File: config.mk
export PLATFORM = sky130hd
export DESIGN_NAME = sh13_absorb
export DESIGN_NICKNAME = d
export VERILOG_FILES = /design/src/hdl/sh13_pkg.sv /design/src/hdl/sh13_absorb.sv
export SDC_FILE = /design/constraint.sdc
export NUM_CORES = 2
export LEC_CHECK = 0
export BUFFER_PORTS_ARGS = -buffer_cell sky130_fd_sc_hd__buf_2
export CAP_MARGIN = 10
export CORE_MARGIN = 3
export CORE_UTILIZATION = 37
export DETAILED_ROUTE_END_ITERATION = 7
export PLACE_DENSITY_LB_ADDON = 0.05
export SYNTH_ARGS = -nofsm -noshare
export SYNTH_HDL_FRONTEND = slang
export SYNTH_SLANG_ARGS = --single-unit
File: constraint.sdc
create_clock -name clk -period 18.15 [get_ports clk]
set_clock_uncertainty 0.1 [all_clocks]
set_input_delay 1.815 -clock clk [delete_from_list [all_inputs] [get_ports clk]]
set_output_delay 1.815 -clock clk [all_outputs]
set_load 0.01 [all_outputs]
File: src/hdl/sh13_pkg.sv
// ----------------------------------------------------------------------------
// sh13_pkg
// Shared types, constants and round functions of the SipHash-1-3 stream hash.
// ----------------------------------------------------------------------------
package sh13_pkg;

    localparam logic [63:0] SIP_C0 = 64'h736f6d6570736575;
    localparam logic [63:0] SIP_C1 = 64'h646f72616e646f6d;
    localparam logic [63:0] SIP_C2 = 64'h6c7967656e657261;
    localparam logic [63:0] SIP_C3 = 64'h7465646279746573;
    localparam logic [63:0] SIP_FINAL_XOR = 64'h00000000000000ff;
    localparam int          SIP_LEN_SHIFT = 56;

    localparam int          CFG_INDEX_W = 2;
    localparam logic [CFG_INDEX_W-1:0] REG_KEY_LOW  = 2'd0;
    localparam logic [CFG_INDEX_W-1:0] REG_KEY_HIGH = 2'd1;

    localparam logic [3:0]  FULL_BYTES = 4'd8;

    typedef struct packed {
        logic [63:0] a;
        logic [63:0] b;
        logic [63:0] c;
        logic [63:0] d;
    } lanes_t;

    typedef struct packed {
        logic        restart;
        logic [63:0] low;
        logic [63:0] high;
    } key_t;

    typedef struct packed {
        lanes_t      lanes;
        logic [63:0] block;
    } fin_req_t;

    typedef struct packed {
        logic [3:0]  stage_v;
        logic        out_v;
    } fin_status_t;

    function automatic lanes_t lanes_init(logic [63:0] k0, logic [63:0] k1);
        lanes_t l;
        l.a = k0 ^ SIP_C0;
        l.b = k1 ^ SIP_C1;
        l.c = k0 ^ SIP_C2;
        l.d = k1 ^ SIP_C3;
        return l;
    endfunction

    function automatic lanes_t sip_round(lanes_t l);
        lanes_t r;
        r = l;
        r.a = r.a + r.b;
        r.c = r.c + r.d;
        r.b = {r.b[50:0], r.b[63:51]} ^ r.a;
        r.d = {r.d[47:0], r.d[63:48]} ^ r.c;
        r.a = {r.a[31:0], r.a[63:32]};
        r.c = r.c + r.b;
        r.a = r.a + r.d;
        r.b = {r.b[46:0], r.b[63:47]} ^ r.c;
        r.d = {r.d[42:0], r.d[63:43]} ^ r.a;
        r.c = {r.c[31:0], r.c[63:32]};
        return r;
    endfunction

    function automatic lanes_t absorb_word(lanes_t l, logic [63:0] m);
        lanes_t r;
        r = l;
        r.d = r.d ^ m;
        r = sip_round(r);
        r.a = r.a ^ m;
        return r;
    endfunction

endpackage

File: src/hdl/sh13_absorb.sv
// ----------------------------------------------------------------------------
// sh13_absorb
// Input register, lane state and length count; one round per full word and
// hand-off of the final block to the finalisation pipeline.
// ----------------------------------------------------------------------------
module sh13_absorb
(
    input  logic              clk,
    input  logic              rst_n,
    input  sh13_pkg::key_t    key,
    input  logic              msg_valid,
    output logic              msg_stall,
    input  logic [63:0]       message_word,
    input  logic [3:0]        valid_bytes,
    input  logic              last_word,
    output logic              fin_valid,
    input  logic              fin_ready,
    output sh13_pkg::fin_req_t fin_req,
    output logic              held
);
    import sh13_pkg::*;

    logic        s0_valid_reg;
    logic [63:0] s0_word_reg;
    logic [3:0]  s0_bytes_reg;
    logic        s0_last_reg;
    lanes_t      lanes_reg;
    lanes_t      lanes_next;
    logic [7:0]  length_reg;
    logic [7:0]  length_next;

    logic        fire;
    logic        s0_ready;
    logic        accept;
    logic        full;
    lanes_t      absorbed;
    logic [63:0] tail;
    logic [7:0]  length_total;

    assign fire      = s0_valid_reg && (!s0_last_reg || fin_ready);
    assign s0_ready  = !s0_valid_reg || fire;
    assign msg_stall = !s0_ready;
    assign accept    = msg_valid && s0_ready;
    assign held      = s0_valid_reg;

    assign full     = (s0_bytes_reg >= FULL_BYTES);
    assign absorbed = absorb_word(lanes_reg, s0_word_reg);

    always_comb
    begin
        for (int i = 0; i < 8; i++)
        begin
            tail[8*i +: 8] = (!full && (4'(i) < s0_bytes_reg)) ? s0_word_reg[8*i +: 8] : 8'h00;
        end
    end

    assign length_total = full ? (length_reg + 8'd8) : (length_reg + {4'h0, s0_bytes_reg});

    assign fin_valid     = s0_valid_reg && s0_last_reg;
    assign fin_req.lanes = full ? absorbed : lanes_reg;
    assign fin_req.block = (64'(length_total) << SIP_LEN_SHIFT) | tail;

    always_comb
    begin
        lanes_next  = lanes_reg;
        length_next = length_reg;
        if (key.restart)
        begin
            lanes_next  = lanes_init(key.low, key.high);
            length_next = 8'h00;
        end
        else if (fire && s0_last_reg)
        begin
            lanes_next  = lanes_init(key.low, key.high);
            length_next = 8'h00;
        end
        else if (fire)
        begin
            lanes_next  = absorbed;
            length_next = length_reg + 8'd8;
        end
    end

    always_ff @(posedge clk or negedge rst_n)
    begin
        if (!rst_n)
        begin
            s0_valid_reg <= 1'b0;
            lanes_reg    <= lanes_init(64'h0, 64'h0);
            length_reg   <= 8'h00;
        end
        else
        begin
            if (s0_ready)
            begin
                s0_valid_reg <= msg_valid;
            end
            lanes_reg  <= lanes_next;
            length_reg <= length_next;
        end
    end

    always_ff @(posedge clk)
    begin
        if (accept)
        begin
            s0_word_reg  <= message_word;
            s0_bytes_reg <= valid_bytes;
            s0_last_reg  <= last_word;
        end
    end

endmodule

# After elaboration in Yosys (flattened, before gate mapping)
# Index checks and enable logic that the tools add are counted.
# Widths: inputs -> output; s select.
# totals
word_cells	70
ff_bits	334
output_inout_bits	323
inputBits	202
# classes
reduce_logical	19
order_cmp	9
mux	16
n_addsub	6
bitwise_logic	11
# ops
cell	count
$mux 256	4
$xor 64x64->64	6
$add 64x64->64	4
$mux 8	12
$or 64x64->64	1
$not 37->37	1
$not 35->35	1
$not 34->34	1
$not 32->32	1
$lt 3x4->1 const A	4
$logic_and 1x1->1	12
$add 8x4->8	1
$add 8x4->8 const B	1
$lt 1x4->1 const A	2
$lt 2x4->1 const A	2
$ge 4x4->1 const B	1
$logic_not 1->1	4
$reduce_bool 3->1	1
$logic_or 1x1->1	2

# Logic depth before layout (Yosys ltp)
# logic_depth
ltp_word	8
depth_mapped	29
depth_no_buf	27

# Worst setup path before layout
# OpenSTA, ideal clock, no wires.
# synth_timing
path_kind	flip-flop to output port
startpoint	register lanes_reg[13] (netlist name)
endpoint	output fin_req[127] (netlist name)
arrival_time_ps	6237
n_path_buf	1
required_ps	16235
path_stages_with_launch	28
path_slack_ps	9998
path_cell_list	dfstp_2 -> xor2_1 -> ha_1 -> a211oi_1 -> nand2_1 -> or4_1 -> a21oi_1 -> nor3_1 -> nor3_1 -> o211ai_1 -> a21oi_1 -> o31ai_1 -> xnor2_1 -> xor2_1 -> ha_1 -> clkbuf_1 -> a21o_1 -> a21o_1 -> a21o_1 -> a21o_1 -> a21oi_1 -> o21a_1 -> o211ai_1 -> a21oi_1 -> nor3_1 -> a311oi_1 -> xor3_1 -> mux2_2
# synth_lines
item	line_no	source
start, declared	sh13_absorb.sv:27	lanes_t lanes_reg;
start signal, assigned	sh13_absorb.sv:89	lanes_reg <= lanes_init(64'h0, 64'h0);
start signal, assigned	sh13_absorb.sv:98	lanes_reg <= lanes_next;
end, declared	sh13_absorb.sv:18	output sh13_pkg::fin_req_t fin_req,

==> impl_metrics.env <==
export IMPL_drt_iter0_drc=5228
export IMPL_dp_slack_ps=6590
export IMPL_synth_cell_types=88
export IMPL_start_util=0.375
export IMPL_synth_ff_type="dfstp_2"
export IMPL_slowest_stage="xnor2_1"
export IMPL_worst_path_buf_inv=1
export IMPL_cp_data_arrival_time_ps=10800
export IMPL_layout_common_cells="a21oi_1 (556), buf_2 (523), nor2_1 (424)"
export IMPL_finalCriticalPeriod_ps=12720
export IMPL_cts_root_buffer="clkbuf_16"
export IMPL_max_slew_margin=-0.00168
export IMPL_clockBufferDepth=3
export IMPL_wl_met1_mm=97.9
export IMPL_synth_net_count=4876
export IMPL_rows=113
export IMPL_grt_remaining_overflow=0
export IMPL_grt_usage=0.474
export IMPL_cts_tree="yes"
export IMPL_avgSynthCellArea_um2=8.12
export IMPL_worstSetupEndpointType="output pin"
export IMPL_outcome="finished, violations left"
export IMPL_insertion_delay_ps=660
export IMPL_core_mm2=0.0956
export IMPL_slew_viol_final=1
export IMPL_first_global_vias=36500
export IMPL_synth_edff_count=69
export IMPL_max_stage_delay_ps=1060
export IMPL_failed_checks="capacitance limit, slew limit"
export IMPL_die_area_mm2=0.101
export IMPL_fp_dieH_um=317
export IMPL_via_per_inst=6.57
export IMPL_cts_setup_buffers=0
export IMPL_numCtsBuffers=43
export IMPL_setup_violations_final=0
export IMPL_synth_top_area_frac=0.101
export IMPL_min_path_type="reg -> reg"
export IMPL_antenna_found_initial=30
export IMPL_drive_gt1_frac=0.207
export IMPL_fmax_ghz=0.0786
export IMPL_worstMarginPinSlew_ps=1500
export IMPL_wl_met3_mm=26.9
export IMPL_crit_type="reg -> out"
export IMPL_hold_viol=0
export IMPL_met2_length_mm=101
export IMPL_startpoint_type="register"
export IMPL_post_dp_hpwl_mm=210
export IMPL_regArea_mm2=0.00880
export IMPL_top_layer="met5"
export IMPL_period_share=0.701
export IMPL_areaGrowthSynthToFinish_pct=15.3
export IMPL_postRouteAntennaNets=0
export IMPL_hold_buffers=0
export IMPL_ys_ff_latch=331
export IMPL_drc=0
export IMPL_grt_start_max_net_pins=164
export IMPL_port_buffers=524
export IMPL_setup_tns_final_ps=0
export IMPL_yosys_area_top_type="dfstp_2"
export IMPL_wl_mm=248
export IMPL_final_common_cell="a21oi_1"
export IMPL_worst_slack_ps=5430
export IMPL_yosys_warnings=0
export IMPL_cts_resized=0
export IMPL_rsz0062_at_grt="no"
export IMPL_clock_sinks=331
export IMPL_cts_max_level=2
export IMPL_r2r_setup_slack_ps=7860
export IMPL_async_flop_share=0.792
export IMPL_io_pins=525
export IMPL_crit_family="compound AO/OA/AOI/OAI gates"
export IMPL_ys_seq_area_frac=0.245
export IMPL_chipWidth_um=317
export IMPL_wl_per_cell_um=40.5
export IMPL_gp_congestion=1.14
export IMPL_num_vias=40300
export IMPL_cp_max_fo=7
export IMPL_grt_pass1_wl_mm=324
export IMPL_syn_area_mm2=0.0359
export IMPL_firstDrtPassIters=6
export IMPL_largest_reg_flops=256
export IMPL_multi_input_area_mm2=0.0259
export IMPL_clk_pin_slew_ps=70
export IMPL_hold_ws_ps=373
export IMPL_cap_violations=1
export IMPL_synth_area_leaders="dfstp_2 (10%), ha_1 (8.9%), dfrtp_1 (8.6%), a21oi_1 (7.8%), xnor2_1 (7.6%)"
export IMPL_n_fill_cell=9888
export IMPL_nets=5280
export IMPL_worstPathRequired_ps=16230
export IMPL_syn_inst=4416
## metrics by stage
step                      instances  utilization  instance area, um^2
after detailed placement       6039        0.418                39900
after global routing           6120        0.433                41300
after CTS                      6119        0.433                41300
after global placement         6039        0.418                39900
after floorplan                4416            -                35900
final                          6133        0.433                41400
## layout make-up
| cell class | count | area share |
|---|---|---|
| diodes | 13 | 0.000786 |
| clock buffers | 61 | 0.0298 |
| clock inverters | 19 | 0.00429 |
| inverters | 123 | 0.0112 |
| multi-input cells | 3722 | 0.625 |
| flip-flops and latches | 331 | 0.213 |
| well taps | 1265 | 0.0383 |
| repair buffers | 599 | 0.0781 |
## routing by layer
metal  global-route usage  vias up
li1                     -    16700
met1                0.617    20000
met2                0.675     2951
met3                0.118      586
met4                0.355        9
met5                    0        -
## Yosys cell counts (all sizes together), types with 57 or more instances
cell / n
xor2: 280
a21o: 193
inv: 123
nor2: 426
clkbuf: 224
mux2: 124
xnor2: 313
a21oi: 560
nand4: 58
edfxtp: 69
dfstp: 138
o21ai: 271
nand2: 388
nand3: 57
o21bai: 72
and2: 57
ha: 254
dfrtp: 124
## kinds of logic after synthesis
| group | Yosys count | synth area share |
|---|---|---|
| AOI/OAI and AO/OA | 1492 | 0.262 |
| DFF | 331 | 0.245 |
| xor gates and xnor gates | 631 | 0.170 |
| and+or+nand+nor | 1207 | 0.152 |
| adders and majority gates | 258 | 0.0908 |
| buffers and inverters | 363 | 0.0381 |
| muxes | 134 | 0.0417 |
## worst min-delay path, cell delays in order, from the launching register on
cell,delay (ps)
dfstp_2,380
nand2_1,50
nand2_1,40
## path summary, 6_finish.rpt
kind / from / end / cells after the start
min in group asynchronous: rst_n / lanes_reg[113] / 1
max reg2reg: s0_word_reg[13] / lanes_reg[63] / 26
min reg2reg: lanes_reg[1] / lanes_reg[1] / 2
max in group asynchronous: rst_n / lanes_reg[135] / 2
min: lanes_reg[1] / lanes_reg[1] / 2
max: s0_word_reg[13] / fin_req[127] / 27
Power is not shown: default switching activity piles up to over one toggle a cycle in this logic, so the estimate is an artifact.
