<file path="src/hdl/sh13_pkg.sv">
// ----------------------------------------------------------------------------
// sh13_pkg
// Shared types, constants and round functions of the SipHash-1-3 stream hash.
// ----------------------------------------------------------------------------
package sh13_pkg;

    localparam logic [63:0] SIP_C0 = 64'h736f6d6570736575;
    localparam logic [63:0] SIP_C1 = 64'h646f72616e646f6d;
    localparam logic [63:0] SIP_C2 = 64'h6c7967656e657261;
    localparam logic [63:0] SIP_C3 = 64'h7465646279746573;
    localparam logic [63:0] SIP_FINAL_XOR = 64'h00000000000000ff;
    localparam int          SIP_LEN_SHIFT = 56;

    localparam int          CFG_INDEX_W = 2;
    localparam logic [CFG_INDEX_W-1:0] REG_KEY_LOW  = 2'd0;
    localparam logic [CFG_INDEX_W-1:0] REG_KEY_HIGH = 2'd1;

    localparam logic [3:0]  FULL_BYTES = 4'd8;

    typedef struct packed {
        logic [63:0] a;
        logic [63:0] b;
        logic [63:0] c;
        logic [63:0] d;
    } lanes_t;

    typedef struct packed {
        logic        restart;
        logic [63:0] low;
        logic [63:0] high;
    } key_t;

    typedef struct packed {
        lanes_t      lanes;
        logic [63:0] block;
    } fin_req_t;

    typedef struct packed {
        logic [3:0]  stage_v;
        logic        out_v;
    } fin_status_t;

    function automatic lanes_t lanes_init(logic [63:0] k0, logic [63:0] k1);
        lanes_t l;
        l.a = k0 ^ SIP_C0;
        l.b = k1 ^ SIP_C1;
        l.c = k0 ^ SIP_C2;
        l.d = k1 ^ SIP_C3;
        return l;
    endfunction

    function automatic lanes_t sip_round(lanes_t l);
        lanes_t r;
        r = l;
        r.a = r.a + r.b;
        r.c = r.c + r.d;
        r.b = {r.b[50:0], r.b[63:51]} ^ r.a;
        r.d = {r.d[47:0], r.d[63:48]} ^ r.c;
        r.a = {r.a[31:0], r.a[63:32]};
        r.c = r.c + r.b;
        r.a = r.a + r.d;
        r.b = {r.b[46:0], r.b[63:47]} ^ r.c;
        r.d = {r.d[42:0], r.d[63:43]} ^ r.a;
        r.c = {r.c[31:0], r.c[63:32]};
        return r;
    endfunction

    function automatic lanes_t absorb_word(lanes_t l, logic [63:0] m);
        lanes_t r;
        r = l;
        r.d = r.d ^ m;
        r = sip_round(r);
        r.a = r.a ^ m;
        return r;
    endfunction

endpackage

</file>
<file path="src/hdl/sh13_final.sv">
// ----------------------------------------------------------------------------
// sh13_final
// Finalisation pipeline: final block round, three closing rounds, digest
// fold and the result register.
// ----------------------------------------------------------------------------
module sh13_final
(
    input  logic                  clk,
    input  logic                  rst_n,
    input  logic                  fin_valid,
    output logic                  fin_ready,
    input  sh13_pkg::fin_req_t    fin_req,
    output logic                  hash_valid,
    input  logic                  hash_stall,
    output logic [63:0]           hash_value,
    output sh13_pkg::fin_status_t status
);
    import sh13_pkg::*;

    logic [3:0]  stage_v_reg;
    lanes_t      stage_lanes_reg [4];
    logic [63:0] block_reg;
    logic        out_v_reg;
    logic [63:0] hash_reg;

    logic [3:0]  rdy;
    logic        out_ready;
    lanes_t      step1;
    lanes_t      step2;
    lanes_t      step3;
    lanes_t      step_out;
    logic [63:0] digest;

    assign out_ready = !out_v_reg || !hash_stall;
    assign rdy[3]    = !stage_v_reg[3] || out_ready;
    assign rdy[2]    = !stage_v_reg[2] || rdy[3];
    assign rdy[1]    = !stage_v_reg[1] || rdy[2];
    assign rdy[0]    = !stage_v_reg[0] || rdy[1];
    assign fin_ready = rdy[0];

    always_comb
    begin
        step1   = absorb_word(stage_lanes_reg[0], block_reg);
        step1.c = step1.c ^ SIP_FINAL_XOR;
    end

    assign step2    = sip_round(stage_lanes_reg[1]);
    assign step3    = sip_round(stage_lanes_reg[2]);
    assign step_out = sip_round(stage_lanes_reg[3]);
    assign digest   = step_out.a ^ step_out.b ^ step_out.c ^ step_out.d;

    always_ff @(posedge clk or negedge rst_n)
    begin
        if (!rst_n)
        begin
            stage_v_reg <= 4'h0;
            out_v_reg   <= 1'b0;
        end
        else
        begin
            if (rdy[0])
            begin
                stage_v_reg[0] <= fin_valid;
            end
            if (rdy[1])
            begin
                stage_v_reg[1] <= stage_v_reg[0];
            end
            if (rdy[2])
            begin
                stage_v_reg[2] <= stage_v_reg[1];
            end
            if (rdy[3])
            begin
                stage_v_reg[3] <= stage_v_reg[2];
            end
            if (out_ready)
            begin
                out_v_reg <= stage_v_reg[3];
            end
        end
    end

    always_ff @(posedge clk)
    begin
        if (rdy[0] && fin_valid)
        begin
            stage_lanes_reg[0] <= fin_req.lanes;
            block_reg          <= fin_req.block;
        end
        if (rdy[1] && stage_v_reg[0])
        begin
            stage_lanes_reg[1] <= step1;
        end
        if (rdy[2] && stage_v_reg[1])
        begin
            stage_lanes_reg[2] <= step2;
        end
        if (rdy[3] && stage_v_reg[2])
        begin
            stage_lanes_reg[3] <= step3;
        end
        if (out_ready && stage_v_reg[3])
        begin
            hash_reg <= digest;
        end
    end

    assign hash_valid     = out_v_reg;
    assign hash_value     = hash_reg;
    assign status.stage_v = stage_v_reg;
    assign status.out_v   = out_v_reg;

endmodule

</file>
<file path="config.mk">
export PLATFORM = sky130hd
export DESIGN_NAME = sh13_final
export DESIGN_NICKNAME = d
export VERILOG_FILES = /design/src/hdl/sh13_pkg.sv /design/src/hdl/sh13_final.sv
export SDC_FILE = /design/constraint.sdc
export NUM_CORES = 2
export LEC_CHECK = 0
export BUFFER_PORTS_ARGS = -buffer_cell sky130_fd_sc_hd__clkbuf_2
export CAP_MARGIN = 20
export CORE_MARGIN = 10
export CORE_UTILIZATION = 30
export DETAILED_ROUTE_END_ITERATION = 10
export PLACE_DENSITY = 0.53
export SLEW_MARGIN = 20
export SYNTH_ARGS = -nofsm -noshare
export SYNTH_HDL_FRONTEND = slang
export SYNTH_SLANG_ARGS = --single-unit
</file>
<file path="constraint.sdc">
create_clock -name clk -period 17.4 [get_ports clk]
set_input_delay 0.87 -clock clk [delete_from_list [all_inputs] [get_ports clk]]
set_output_delay 0.87 -clock clk [all_outputs]
set_load 0.01 [all_outputs]
</file>
* Yosys cells after proc, flatten, opt, wreduce, memory -nomap -nowiden
Memory sizes are Yosys's and may differ from the RTL's. Cells that the tools add are included.
Cells by class: $add $sub $neg 16, multiply operators 0, div/mod/pow operators 0, magnitude comparators 0, eq/ne operators 0, shifts and indexed selects 0, multiplexer cells 8, bitwise operators 22, reduce and logical (&&, ||, !) cells 16
Operators by type and width (count):
- XOR 64 bit | 21
- adder 64 bit | 16
- 2-to-1 mux 1 bit | 8
- NOT 8 bit | 1
- logical NOT 1 bit | 6
- logical AND 1 bit | 5
- logical OR 1 bit | 5
Word-level totals: register bits after elaboration 133, bits in latches 0, bits in writable memories 1024, memory bits (read-only) 0, input bits 324, output and inout bits 71, word-level logic and storage cells 70, memories 1
Memory list:
- stage_lanes_reg | words 4, bits a word 256, rd ports 4, clocked after Yosys merged registers in 0, write ports 4, line sh13_final.sv:21 | lanes_t stage_lanes_reg [4];

* Logic depth before layout (Yosys ltp)
depth after elaboration 9, gate-level depth with buffers 28, mapped depth without buffers 26

* Worst setup path after synthesis
OpenSTA, ideal clock, no wires.
path type in2reg, start point input port hash_stall, end point memory stage_lanes_reg[3][0] (netlist name), enable pin, library setup time 0.908 ns, arrival 12.349 ns, required time 16.492 ns, setup slack 4.144 ns, cell stages on the path 2, buffers on the path 0, path through and3_1 > nor2b_1
RTL lines:
- start, declared | line sh13_final.sv:14 | input logic hash_stall,
- end, declared | line sh13_final.sv:21

==> impl_metrics.py <==
metrics = {
    "run_status": {
        "outcome": "completed",
    },
    "clocking": {
        "clock-sinks": 1157,
        "postCtsSetupRepairBufs": 0,
        "clock_latency_ns": 0.94,
        "cts_buffers": 147,
        "cts_resized": 0,
        "cts_htree_levels": 4,
        "cts_buffer_depth": 4,
        "cts-root-buf": "clkbuf_16",
        "path_clk_slew_ns": 0.08,
        "cts.hold.buffers_added": 1,
        "cts_tree": "yes",
    },
    "detailed_routing": {
        "wl_per_cell_um": 36.9,
        "dr_total_vias": 86600,
        "drc": 0,
        "antenna_left": 0,
        "drt-vias-per-instance": 5.71,
        "wl_um": 559000,
        "drt_first_pass_iters": 5,
        "drtIter0Drc": 8636,
    },
    "floorplan": {
        "num_rows": 212,
        "die_h_um": 599,
        "core_area_um2": 334000,
        "dieArea_um2": 359000,
        "die_w_um": 599,
        "start_util": 0.301,
        "pin_count": 395,
    },
    "hold_path": {
        "whs_path_depth": 1,
        "min-delay-path-class": "input port to flop",
    },
    "timing": {
        "report.final.slew_viol_count": 0,
        "skew_ns": 0.0939,
        "fmax_mhz": 102,
        "min_period_over_period": 0.561,
        "grt_setup_unrepaired": "no",
        "hold_viol_final": 0,
        "setup_viol": 0,
        "worst_slew_pin_slew_ns": 1.40,
        "min_period_ns": 9.76,
        "slew_headroom": 0.0574,
        "holdWs_ns": 0.111,
        "setup_tns_ns": 0,
    },
    "final_layout": {
        "area_delta_synth_final_pct": 12.2,
        "final_common_cell": "xor2_1",
        "finalInstanceArea_um2": 113000,
        "final_nets": 11900,
        "final_layout_size_suffix_gt1_frac": 0.0831,
        "largest_reg_flops": 1024,
        "final_cell_mix": "xor2_1, edfxtp_1, a21oi_1",
        "fin_util": 0.338,
    },
    "place": {
        "placed_area_um2": 108000,
        "io_buffers": 394,
        "place_hpwl_um": 491000,
        "gp_congestion": 1.10,
    },
    "worst_setup_path": {
        "path_cells": "ha_1 > fa_1 > a21oi_1 > o21ai_0 > a221oi_1 > o31ai_1 > o21ai_1 > o2111ai_1 > nand3_1 > nand3_1 > a21oi_1 > xor2_1 > inv_1 > ha_1 > a21oi_1 > nand2b_1 > o311ai_0 > nand3b_1 > a31oi_1 > o21a_1 > o21ai_0 > xnor2_1 > xor2_1",
        "critical_path_depth": 23,
        "crit_arrival_ns": 10.33,
        "cpPeakStageDelay_ns": 0.80,
        "crit_path_start_kind": "flop",
        "critical_path.endpoint_type": "flop",
        "critPathSlowestCell": "a31oi_1",
        "cpMostUsedCell": "a21oi_1",
        "reg2regPathDepth": 23,
        "crit_family": "compound AO/OA/AOI/OAI gates",
        "path_buf_inv": 1,
        "worstPathRequired_ns": 17.97,
        "cp_max_fo": 7,
        "critPathKind": "flop to flop",
    },
    "logic_synthesis": {
        "synth.distinct_cells": 106,
        "async_flop_share": 0.00432,
        "syn_inst": 10300,
        "synth_nets": 11600,
        "synth_flop_cell": "edfxtp_1",
        "synth_area_um2": 101000,
        "synth_edf_count": 1152,
        "synth-seq-area-share": 0.345,
        "ys_warn_count": 0,
        "syn_area_per_cell_um2": 9.75,
        "ys_seq_elements": 1157,
    },
    "global_routing": {
        "grt_overflow": 0,
        "grt_first_pass_wirelength_um": 739000,
        "antenna_found_initial": 15,
        "first_global_vias": 85900,
        "grtUsageTotal": 0.299,
        "grt_max_degree": 154,
    },
    "run": {
        "cap_viol_max_count": 0,
    },
}
## path summary, 6_finish.rpt
kind / startpoint / to / slack (ns)
max reg2reg: stage_lanes_reg[1][128] / stage_lanes_reg[2][59] / 7.64
min: fin_req[263] / stage_lanes_reg[0][199] / 0.11
max in group asynchronous: rst_n / stage_v_reg[2] / 16.91
min in group asynchronous: rst_n / stage_v_reg[0] / 0.36
max: stage_lanes_reg[1][128] / stage_lanes_reg[2][59] / 7.64
min reg2reg: stage_v_reg[3] / hash_valid / 0.51
## per-layer routing
layer	vias up	share of wire	GRT usage
li1	39100	-	-
met1	41900	0.35	0.319
met2	4027	0.45	0.482
met3	1541	0.055	0.0451
met4	4	0.14	0.332
met5	-	0.000046	0
## cell families (layout without fill, tap and decap cells)
family                     after synthesis  in the layout  synth area share
AOI/OAI and AO/OA                     3308           3308             0.213
and+or+nand+nor                       2177           2177             0.105
xor gates and xnor gates              2095           2095             0.193
DFF                                   1157           1157             0.345
adders and majority gates              960            960             0.120
buffers and inverters                  622           1064            0.0235
muxes                                    8              8          0.000808
other                                    0             15                 0
## metrics by stage
step | cells | setup slack [ns]
6_report | 15200 | 7.64
5_1_grt | 15200 | 7.72
4_1_cts | 15200 | 7.89
3_5_place_dp | 14900 | 7.95
3_3_place_gp | 14900 | 7.12
2_1_floorplan | 10300 | 4.14
## cells in the mapped netlist (all sizes together), types with 18 or more instances
cell / count / area (um^2)
a2111oi: 30 / 320
a211o: 28 / 245
a211oi: 103 / 793
a21boi: 43 / 323
a21o: 637 / 4780
a21oi: 1026 / 5150
a221o: 23 / 230
a221oi: 32 / 305
a31o: 21 / 184
a31oi: 127 / 813
a41oi: 30 / 278
and2: 76 / 475
and3: 116 / 726
and4: 33 / 289
buf: 18 / 95.1
clkbuf: 311 / 1170
edfxtp: 1152 / 34600
ha: 945 / 11800
inv: 292 / 1100
nand2: 653 / 2450
nand2b: 90 / 563
nand3: 185 / 926
nand4: 193 / 1210
nor2: 494 / 1860
nor2b: 83 / 519
nor3: 114 / 571
nor4: 39 / 256
o2111ai: 23 / 201
o211ai: 60 / 450
o21a: 120 / 901
o21ai: 585 / 2930
o21bai: 176 / 1320
o31ai: 63 / 492
o41ai: 27 / 282
or2: 28 / 175
or3: 23 / 144
xnor2: 776 / 6810
xnor3: 47 / 1060
xor2: 1245 / 10900
xor3: 27 / 643
## worst reg2reg max path, stage by stage (launching register included)
cell and delay [ns]:
edfxtp_1 0.43, ha_1 0.27, fa_1 0.41, a21oi_1 0.22
o21ai_0 0.35, a221oi_1 0.67, o31ai_1 0.22, o21ai_1 0.52
o2111ai_1 0.47, nand3_1 0.36, nand3_1 0.12, a21oi_1 0.18
xor2_1 0.60, inv_1 0.10, ha_1 0.40, a21oi_1 0.34
nand2b_1 0.12, o311ai_0 0.57, nand3b_1 0.49, a31oi_1 0.81
o21a_1 0.29, o21ai_0 0.12, xnor2_1 0.74, xor2_1 0.64
## area by class of cell
| cell class | count | area, um^2 |
|---|---|---|
| antenna | 15 | 37.5 |
| clock buffer | 167 | 3770 |
| clock inverter | 90 | 862 |
| fill | 34400 | 221000 |
| inverter | 293 | 1100 |
| multi-input combinational | 8548 | 64100 |
| sequential | 1157 | 34700 |
| tap | 4387 | 5490 |
| timing repair buffer | 514 | 2910 |
Power is left out: the tool's default activity adds up to more than one toggle a clock period on the data nets, which glitch-free logic cannot reach.
